`src/rtl/decimal_string_to_int32_macros.svh`:
```
// Assertion macros used by the decimal string converter parser.
`ifndef DECIMAL_STRING_TO_INT32_MACROS_SVH
`define DECIMAL_STRING_TO_INT32_MACROS_SVH

// Same-cycle implication, clocked on clk_i, off during reset.
`define DSI_ASSERT_NOW(label, ante, cons) \
  label: assert property (@(posedge clk_i) disable iff (!rst_ni) (ante) |-> (cons)) \
    else $error("dsi: same-cycle check failed");

// Next-cycle implication, clocked on clk_i, off during reset.
`define DSI_ASSERT_NEXT(label, ante, cons) \
  label: assert property (@(posedge clk_i) disable iff (!rst_ni) (ante) |=> (cons)) \
    else $error("dsi: next-cycle check failed");

`endif

```
`src/rtl/dsi_pkg.sv`:
```
// Types, byte codes and helpers for the decimal string converter.
package dsi_pkg;

  // Parser phase
  typedef enum logic [1:0] {
    PH_LEAD  = 2'd0,
    PH_SIGN  = 2'd1,
    PH_DIGIT = 2'd2,
    PH_TAIL  = 2'd3
  } phase_e;

  // Byte codes
  localparam logic [7:0] CH_TERM  = 8'd0;
  localparam logic [7:0] CH_TAB   = 8'd9;
  localparam logic [7:0] CH_CR    = 8'd13;
  localparam logic [7:0] CH_SPACE = 8'd32;
  localparam logic [7:0] CH_PLUS  = 8'h2B;
  localparam logic [7:0] CH_MINUS = 8'h2D;
  localparam logic [7:0] CH_ZERO  = 8'h30;
  localparam logic [7:0] CH_NINE  = 8'h39;

  // Accumulator widths and limits (magnitude * 10 + 9 fits in 36 bits)
  localparam int unsigned MagW = 32;
  localparam int unsigned AccW = 36;
  localparam logic [AccW-1:0] POS_LIMIT = 36'd2147483647;
  localparam logic [AccW-1:0] NEG_LIMIT = 36'd2147483648;

  // One result item
  typedef struct packed {
    logic signed [31:0] value;
    logic               error;
  } res_t;

  function automatic logic is_space(input logic [7:0] c);
    return (c == CH_SPACE) || ((c >= CH_TAB) && (c <= CH_CR));
  endfunction

  function automatic logic is_digit(input logic [7:0] c);
    return (c >= CH_ZERO) && (c <= CH_NINE);
  endfunction

endpackage

```
`src/rtl/dsi_in_reg.sv`:
```
// Input register: holds one byte item until the parser takes it.
module dsi_in_reg
  import dsi_pkg::*;
(
  input  logic       clk_i,
  input  logic       rst_ni,
  input  logic       in_valid_i,
  output logic       in_ready_o,
  input  logic [7:0] ch_i,
  output logic       valid_o,
  output logic [7:0] ch_o,
  input  logic       take_i
);

  logic       valid_q;
  logic [7:0] ch_q;
  logic       load;

  // Free when empty or when the held item leaves this cycle
  assign in_ready_o = !valid_q || take_i;
  assign load       = in_valid_i && in_ready_o;

  always_ff @(posedge clk_i or negedge rst_ni) begin
    if (!rst_ni) begin
      valid_q <= 1'b0;
    end else if (load) begin
      valid_q <= 1'b1;
    end else if (take_i) begin
      valid_q <= 1'b0;
    end
  end

  always_ff @(posedge clk_i) begin
    if (load) begin
      ch_q <= ch_i;
    end
  end

  assign valid_o = valid_q;
  assign ch_o    = ch_q;

endmodule

```
`src/rtl/dsi_parser.sv`:
```
// Per-byte parse step: phase, sign, magnitude and sticky error state.
module dsi_parser
  import dsi_pkg::*;
(
  input  logic       clk_i,
  input  logic       rst_ni,
  input  logic       valid_i,
  input  logic [7:0] ch_i,
  output logic       take_o,
  input  logic       slot_free_i,
  output logic       res_valid_o,
  output res_t       res_o
);

`include "decimal_string_to_int32_macros.svh"

  phase_e            phase_q, phase_d;
  logic              neg_q, neg_d;
  logic [MagW-1:0]   mag_q, mag_d;
  logic              failed_q, failed_d;

  logic              term;
  logic [AccW-1:0]   acc_next;
  logic [AccW-1:0]   limit;
  logic              over;
  logic              err;

  // Terminator needs a free result slot; other bytes always pass
  assign term   = (ch_i == CH_TERM);
  assign take_o = valid_i && (!term || slot_free_i);

  // magnitude * 10 + digit as shift-add
  assign acc_next = {1'b0, mag_q, 3'b000} + {3'b000, mag_q, 1'b0}
                  + {{(AccW-4){1'b0}}, ch_i[3:0] - CH_ZERO[3:0]};
  assign limit    = neg_q ? NEG_LIMIT : POS_LIMIT;
  assign over     = acc_next > limit;

  // Next state
  always_comb begin
    phase_d  = phase_q;
    neg_d    = neg_q;
    mag_d    = mag_q;
    failed_d = failed_q;
    if (take_o) begin
      if (term) begin
        phase_d  = PH_LEAD;
        neg_d    = 1'b0;
        mag_d    = '0;
        failed_d = 1'b0;
      end else if (!failed_q) begin
        unique case (phase_q)
          PH_SIGN: begin
            if (is_digit(ch_i)) begin
              if (over) begin
                failed_d = 1'b1;
              end else begin
                mag_d   = acc_next[MagW-1:0];
                phase_d = PH_DIGIT;
              end
            end else begin
              failed_d = 1'b1;
            end
          end
          PH_DIGIT: begin
            if (is_digit(ch_i)) begin
              if (over) begin
                failed_d = 1'b1;
              end else begin
                mag_d = acc_next[MagW-1:0];
              end
            end else if (ch_i == CH_SPACE) begin
              phase_d = PH_TAIL;
            end else begin
              failed_d = 1'b1;
            end
          end
          PH_TAIL: begin
            phase_d = PH_TAIL;
          end
          PH_LEAD: begin
            if (is_space(ch_i)) begin
              phase_d = PH_LEAD;
            end else if ((ch_i == CH_MINUS) || (ch_i == CH_PLUS)) begin
              neg_d   = (ch_i == CH_MINUS);
              phase_d = PH_SIGN;
            end else if (is_digit(ch_i)) begin
              if (over) begin
                failed_d = 1'b1;
              end else begin
                mag_d   = acc_next[MagW-1:0];
                phase_d = PH_DIGIT;
              end
            end else begin
              failed_d = 1'b1;
            end
          end
        endcase
      end
    end
  end

  // Result on the terminator
  always_comb begin
    err         = failed_q || !((phase_q == PH_DIGIT) || (phase_q == PH_TAIL));
    res_valid_o = take_o && term;
    res_o.error = err;
    if (err) begin
      res_o.value = '0;
    end else if (neg_q) begin
      res_o.value = -$signed(mag_q);
    end else begin
      res_o.value = $signed(mag_q);
    end
  end

  always_ff @(posedge clk_i or negedge rst_ni) begin
    if (!rst_ni) begin
      phase_q  <= PH_LEAD;
      neg_q    <= 1'b0;
      mag_q    <= '0;
      failed_q <= 1'b0;
    end else begin
      phase_q  <= phase_d;
      neg_q    <= neg_d;
      mag_q    <= mag_d;
      failed_q <= failed_d;
    end
  end

  // Checks
  `DSI_ASSERT_NEXT(a_clear_after_term, take_o && term,
                   (phase_q == PH_LEAD) && !failed_q && !neg_q && (mag_q == '0))
  `DSI_ASSERT_NEXT(a_failed_sticky, failed_q && !(take_o && term), failed_q && $stable(mag_q))
  `DSI_ASSERT_NOW(a_mag_in_range, 1'b1, {4'b0000, mag_q} <= NEG_LIMIT)
  `DSI_ASSERT_NOW(a_error_zero_value, res_valid_o && res_o.error, res_o.value == '0)

endmodule

```
`src/rtl/dsi_out_reg.sv`:
```
// Result register: holds one result item until the receiver takes it.
module dsi_out_reg
  import dsi_pkg::*;
(
  input  logic               clk_i,
  input  logic               rst_ni,
  input  logic               res_valid_i,
  input  res_t               res_i,
  output logic               slot_free_o,
  output logic               out_valid_o,
  input  logic               out_ready_i,
  output logic signed [31:0] value_o,
  output logic               error_o
);

  logic valid_q;
  res_t res_q;

  // Slot frees up when empty or when its item is taken this cycle
  assign slot_free_o = !valid_q || out_ready_i;

  always_ff @(posedge clk_i or negedge rst_ni) begin
    if (!rst_ni) begin
      valid_q <= 1'b0;
    end else if (res_valid_i) begin
      valid_q <= 1'b1;
    end else if (out_ready_i) begin
      valid_q <= 1'b0;
    end
  end

  always_ff @(posedge clk_i) begin
    if (res_valid_i) begin
      res_q <= res_i;
    end
  end

  assign out_valid_o = valid_q;
  assign value_o     = res_q.value;
  assign error_o     = res_q.error;

endmodule

```
`src/rtl/decimal_string_to_int32.sv`:
```
// Top level of the streaming decimal string to int32 converter.
//
// Input channel (in_valid_i/in_ready_o, ch_i): one ASCII byte per item.
// A zero byte ends the string; every other byte gives no result.
// Output channel (out_valid_o/out_ready_i, value_o, error_o): one item per
// string; value_o is the signed result, zero whenever error_o is set.
// Throughput: one byte per cycle, back to back, while no terminator waits
// for the result slot. The parse step (multiply by ten as a shift-add,
// compare with the int32 limit) sits between the input register and the
// parser state registers. The terminator of a string moves from the input
// register through the parse step into the result register once the
// result slot is free; the result then shows at the outputs.
// Reset clears the parser to the leading whitespace phase and empties both
// registers; no clearing pass is needed.
// When the receiver stalls, bytes other than the terminator keep flowing;
// a terminator waits in the input register until the result slot is free,
// and input ready then drops once that register holds it.
module decimal_string_to_int32
  import dsi_pkg::*;
(
  input  logic               clk_i,
  input  logic               rst_ni,
  input  logic               in_valid_i,
  output logic               in_ready_o,
  input  logic [7:0]         ch_i,
  output logic               out_valid_o,
  input  logic               out_ready_i,
  output logic signed [31:0] value_o,
  output logic               error_o
);

  logic       byte_valid;
  logic [7:0] byte_ch;
  logic       take;
  logic       slot_free;
  logic       res_valid;
  res_t       res;

  dsi_in_reg u_in_reg (
    .clk_i      (clk_i),
    .rst_ni     (rst_ni),
    .in_valid_i (in_valid_i),
    .in_ready_o (in_ready_o),
    .ch_i       (ch_i),
    .valid_o    (byte_valid),
    .ch_o       (byte_ch),
    .take_i     (take)
  );

  dsi_parser u_parser (
    .clk_i       (clk_i),
    .rst_ni      (rst_ni),
    .valid_i     (byte_valid),
    .ch_i        (byte_ch),
    .take_o      (take),
    .slot_free_i (slot_free),
    .res_valid_o (res_valid),
    .res_o       (res)
  );

  dsi_out_reg u_out_reg (
    .clk_i       (clk_i),
    .rst_ni      (rst_ni),
    .res_valid_i (res_valid),
    .res_i       (res),
    .slot_free_o (slot_free),
    .out_valid_o (out_valid_o),
    .out_ready_i (out_ready_i),
    .value_o     (value_o),
    .error_o     (error_o)
  );

endmodule
```
`config.mk`:
```
export PLATFORM = sky130hd
export DESIGN_NAME = decimal_string_to_int32
export DESIGN_NICKNAME = d
export VERILOG_FILES = /design/src/rtl/dsi_pkg.sv /design/src/rtl/dsi_in_reg.sv /design/src/rtl/dsi_parser.sv /design/src/rtl/dsi_out_reg.sv /design/src/rtl/decimal_string_to_int32.sv
export VERILOG_INCLUDE_DIRS = /design/src /design/src/rtl
export SDC_FILE = /design/constraint.sdc
export NUM_CORES = 1
export LEC_CHECK = 0
export BUFFER_PORTS_ARGS = -buffer_cell sky130_fd_sc_hd__buf_2
export CELL_PAD_IN_SITES_DETAIL_PLACEMENT = 1
export CELL_PAD_IN_SITES_GLOBAL_PLACEMENT = 1
export CORE_ASPECT_RATIO = 0.7
export CORE_MARGIN = 2
export CORE_UTILIZATION = 35
export CTS_BUF_LIST = sky130_fd_sc_hd__clkbuf_8
export CTS_CLUSTER_SIZE = 16
export DETAILED_ROUTE_END_ITERATION = 6
export HOLD_SLACK_MARGIN = 0.02
export PLACE_DENSITY_LB_ADDON = 0.08
export SLEW_MARGIN = 20
export SYNTH_ARGS = -nofsm -noshare
export SYNTH_HDL_FRONTEND = slang
export SYNTH_SLANG_ARGS = --single-unit
```
`constraint.sdc`:
```
create_clock -name clk_i -period 6 [get_ports clk_i]
set_input_delay 1.2 -clock clk_i [delete_from_list [all_inputs] [get_ports clk_i]]
set_output_delay 1.2 -clock clk_i [all_outputs]
set_load 0.02 [all_outputs]
```
==> qor.txt <==
Outcome -> completed
Setup TNS -> 0 ns
Die X -> 170 um
First-pass GRT wire length -> 30.1 mm
GP Congestion -> 0.857
Max cap viols -> 0
Clock skew -> 0.0245 ns
CP max FO -> 18
Vias in the first global route -> 5449
Clk slew on worst S/H paths -> 0.10 ns
Largest net degree at the start of global routing -> 39
GRT Total Usage -> 19.0%
Post-Syn Area -> 6760 um2
Crit path DAT -> 5.82 ns
# hold bufs at CTS -> 0
CTS tree -> built
Total chip power -> 1.27 mW
Hold Crit Class -> reg -> reg
LEAKAGE -> 3.68 nW
Final setup viols -> 0
Row cnt -> 42
DRC errors left -> 0
Clk buf depth -> 2
P per Cell Area -> 168 nW/um2
Synth Instances -> 681
CP required -> 6.27 ns
Post-synthesis simple-gate area fraction -> 16.3%
N_diodes -> 0
DRT Pass-1 Iters -> 4
Total gr overflow -> 0
Ports -> 47
Crit path launch type -> register
Vias/cell -> 5.48
Clk Tree Root Cell -> clkbuf_8
Synthesis-to-finish area growth -> 11.9%
Routed wire per std cell -> 18.9 um
Dpl hpwl -> 14.3 mm
Synth Area in Compound Gates -> 16.5%
Syn_area_per_cell -> 9.92 um2
Synth top area share -> 18.2%
Initial antenna violation count -> 0
Starting DRT DRC Count -> 316
Critical path type -> reg -> reg
PortBufs -> 46
Core box area -> 18900 um2
Share of cells above drive strength 1 -> 16.5%
Final WL -> 18.5 mm
Top cells by count, synth -> 96 x ha_1, 54 x nor2_1, 48 x nand2_1, 43 x a21oi_1, 43 x xor2_1
Slew @ Worst Pin -> 0.635 ns
Number of synthesized flops with an enable pin -> 41
Net Count, Synth -> 791
Register bit total from synthesis -> 79
Multiplexer share of the synthesized area -> 6.70%
Relative slew slack -> 57.6%
Final worst path period need -> 5.55 ns
Clk_lat worst skew -> 0.39 ns
Detail Route Antenna Nets -> 0
Max-slew violations -> 0
# nets final -> 843
Final Hold Fails -> 0
Unrepaired setup endpoints after global routing -> no
FFs w/ async S/R, synth -> 48.1%
Routed vias -> 5367
Max VDD drop -> 0.0000836 V
Final period util -> 92.5%
Max Clock Freq -> 180 MHz
CTS sink cnt -> 79
Seq/Total Area, Yosys -> 32.3%
Post-synthesis adder-cell area fraction -> 18.4%
Cell with the most instances after synthesis -> ha_1
Die Ht -> 120 um
Top cells by area, synth -> edfxtp_1 18%, ha_1 18%, dfrtp_1 14%, mux2_4 5.8%, xor2_1 5.6%
Top_reg_cell synth -> edfxtp_1
CTS Buf Count -> 9
Post-Synth XOR/XNOR Area -> 7.65%
H-Tree Depth -> 3
Dominant combinational cell family by area after synthesis -> adder cells
CP endpoint kind -> register
Number of synthesis warnings -> 0
Initial core utilization -> 35.7%
Yosys cell types -> 69
Post-synthesis cell type with the largest combined area -> edfxtp_1
Die area -> 20500 um2
logic make-up (layout without fill, tap and decap cells):
logic type,count (synthesis),after routing
AND/OR/NAND/NOR,216,216
AO/OA/AOI/OAI,167,167
multiplexers,32,32
adder cells (fa/ha/maj),98,98
XOR/XNOR,59,59
buffers and inverters,30,87
flip-flops,79,79
cells in the final DEF, fill, tap and decap left out, types with 15 or more instances in the layout:
cell type  Yosys  layout
a21oi_1       43      43
and2_1        32      32
buf_2          0      45
dfrtp_1       38      37
edfxtp_1      41      41
ha_1          96      96
mux2_4        26      26
nand2_1       48      48
nor2_1        54      54
o21ai_0       33      33
o31ai_1       15      15
xnor2_1       16      16
xor2_1        43      43
power breakdown:
group | total [mW] | internal [mW] | switching (mW) | leakage (nW)
clock network | 0.502 | 0.278 | 0.224 | 0.125
logic | 0.176 | 0.0745 | 0.102 | 2.74
registers | 0.590 | 0.576 | 0.0142 | 0.820
total | 1.27 | 0.928 | 0.340 | 3.68
area by class of cell:
| class | instances | area, um2 |
|---|---|---|
| multi-input cells | 572 | 4440 |
| well taps | 242 | 303 |
| clock inverters | 7 | 120 |
| fillers | 2171 | 11400 |
| flip-flops and latches | 79 | 2180 |
| clock buffers | 9 | 124 |
| inverters | 11 | 41.3 |
| repair buffers | 60 | 354 |
repair_timing:
| action | 4_1_cts | 5_1_grt |
|---|---|---|
| setup endpoints to repair | 0 | 31 |
| gates resized for setup | 0 | 4 |
| hold endpoints to repair | 0 | 0 |
| buffers inserted | 0 | 3 |
registers in the layout (all words and copies together), names as in the netlist:
register	flops
u_in_reg.valid_o	1
u_parser.mag_q	32
u_out_reg.value_o	32
u_parser.neg_q	1
u_parser.failed_q	1
u_out_reg.out_valid_o	1
u_parser.phase_q	2
u_out_reg.error_o	1
u_in_reg.ch_o	8
per-layer routing:
layer / vias to the layer above / GRT usage [%] / part of all wire (%)
met5: - / 0 / 0
met4: 0 / 3.95 / 0.76
met3: 11 / 3.01 / 4.5
met2: 92 / 28.1 / 42
met1: 2621 / 28.9 / 53
li1: 2643 / - / -
worst paths after layout:
kind,from,end,slack (ns),cells past startpoint
setup reg to reg,u_in_reg.ch_o[3],u_parser.mag_q[22],0.45,22
hold reg to reg,u_parser.failed_q,u_parser.failed_q,0.51,2
hold / removal,u_parser.failed_q,u_parser.failed_q,0.51,2
max in group asynchronous,rst_ni,u_parser.mag_q[23],4.79,1
min in group asynchronous,rst_ni,u_parser.neg_q,0.81,1
setup / recovery,u_in_reg.ch_o[3],u_parser.mag_q[22],0.45,22
per-stage QoR:
| stage | setup WS (ns) | cell area [um2] | util, % | std cells | hold WS, ns |
|---|---|---|---|---|---|
| after floorplan | 0.941 | 6760 | - | 681 | 0.454 |
| after global placement | 0.365 | 7270 | 38.5 | 960 | 0.490 |
| after detailed placement | 0.232 | 7270 | 38.5 | 960 | 0.488 |
| after CTS | 0.180 | 7520 | 39.7 | 976 | 0.515 |
| final | 0.447 | 7560 | 40.0 | 980 | 0.506 |
| after global routing | 0.0865 | 7560 | 40.0 | 980 | 0.574 |
worst max-delay path: stages (launching register included):
cell	delay (ns)
edfxtp_1	0.48
fa_1	0.56
ha_1	0.34
a211oi_1	0.19
o21ai_0	0.17
o2111ai_1	0.26
nand2_1	0.14
a31oi_2	0.24
o31ai_1	0.14
buf_4	0.16
a21boi_0	0.27
xnor2_1	0.22
ha_1	0.31
a21oi_1	0.16
o21ai_0	0.13
a2111oi_1	0.31
o31ai_1	0.13
a21oi_1	0.16
o211ai_1	0.18
nor4_4	0.20
buf_4	0.17
buf_12	0.19
mux2_4	0.33
No activity file was read; power rests on OpenSTA's default activity.
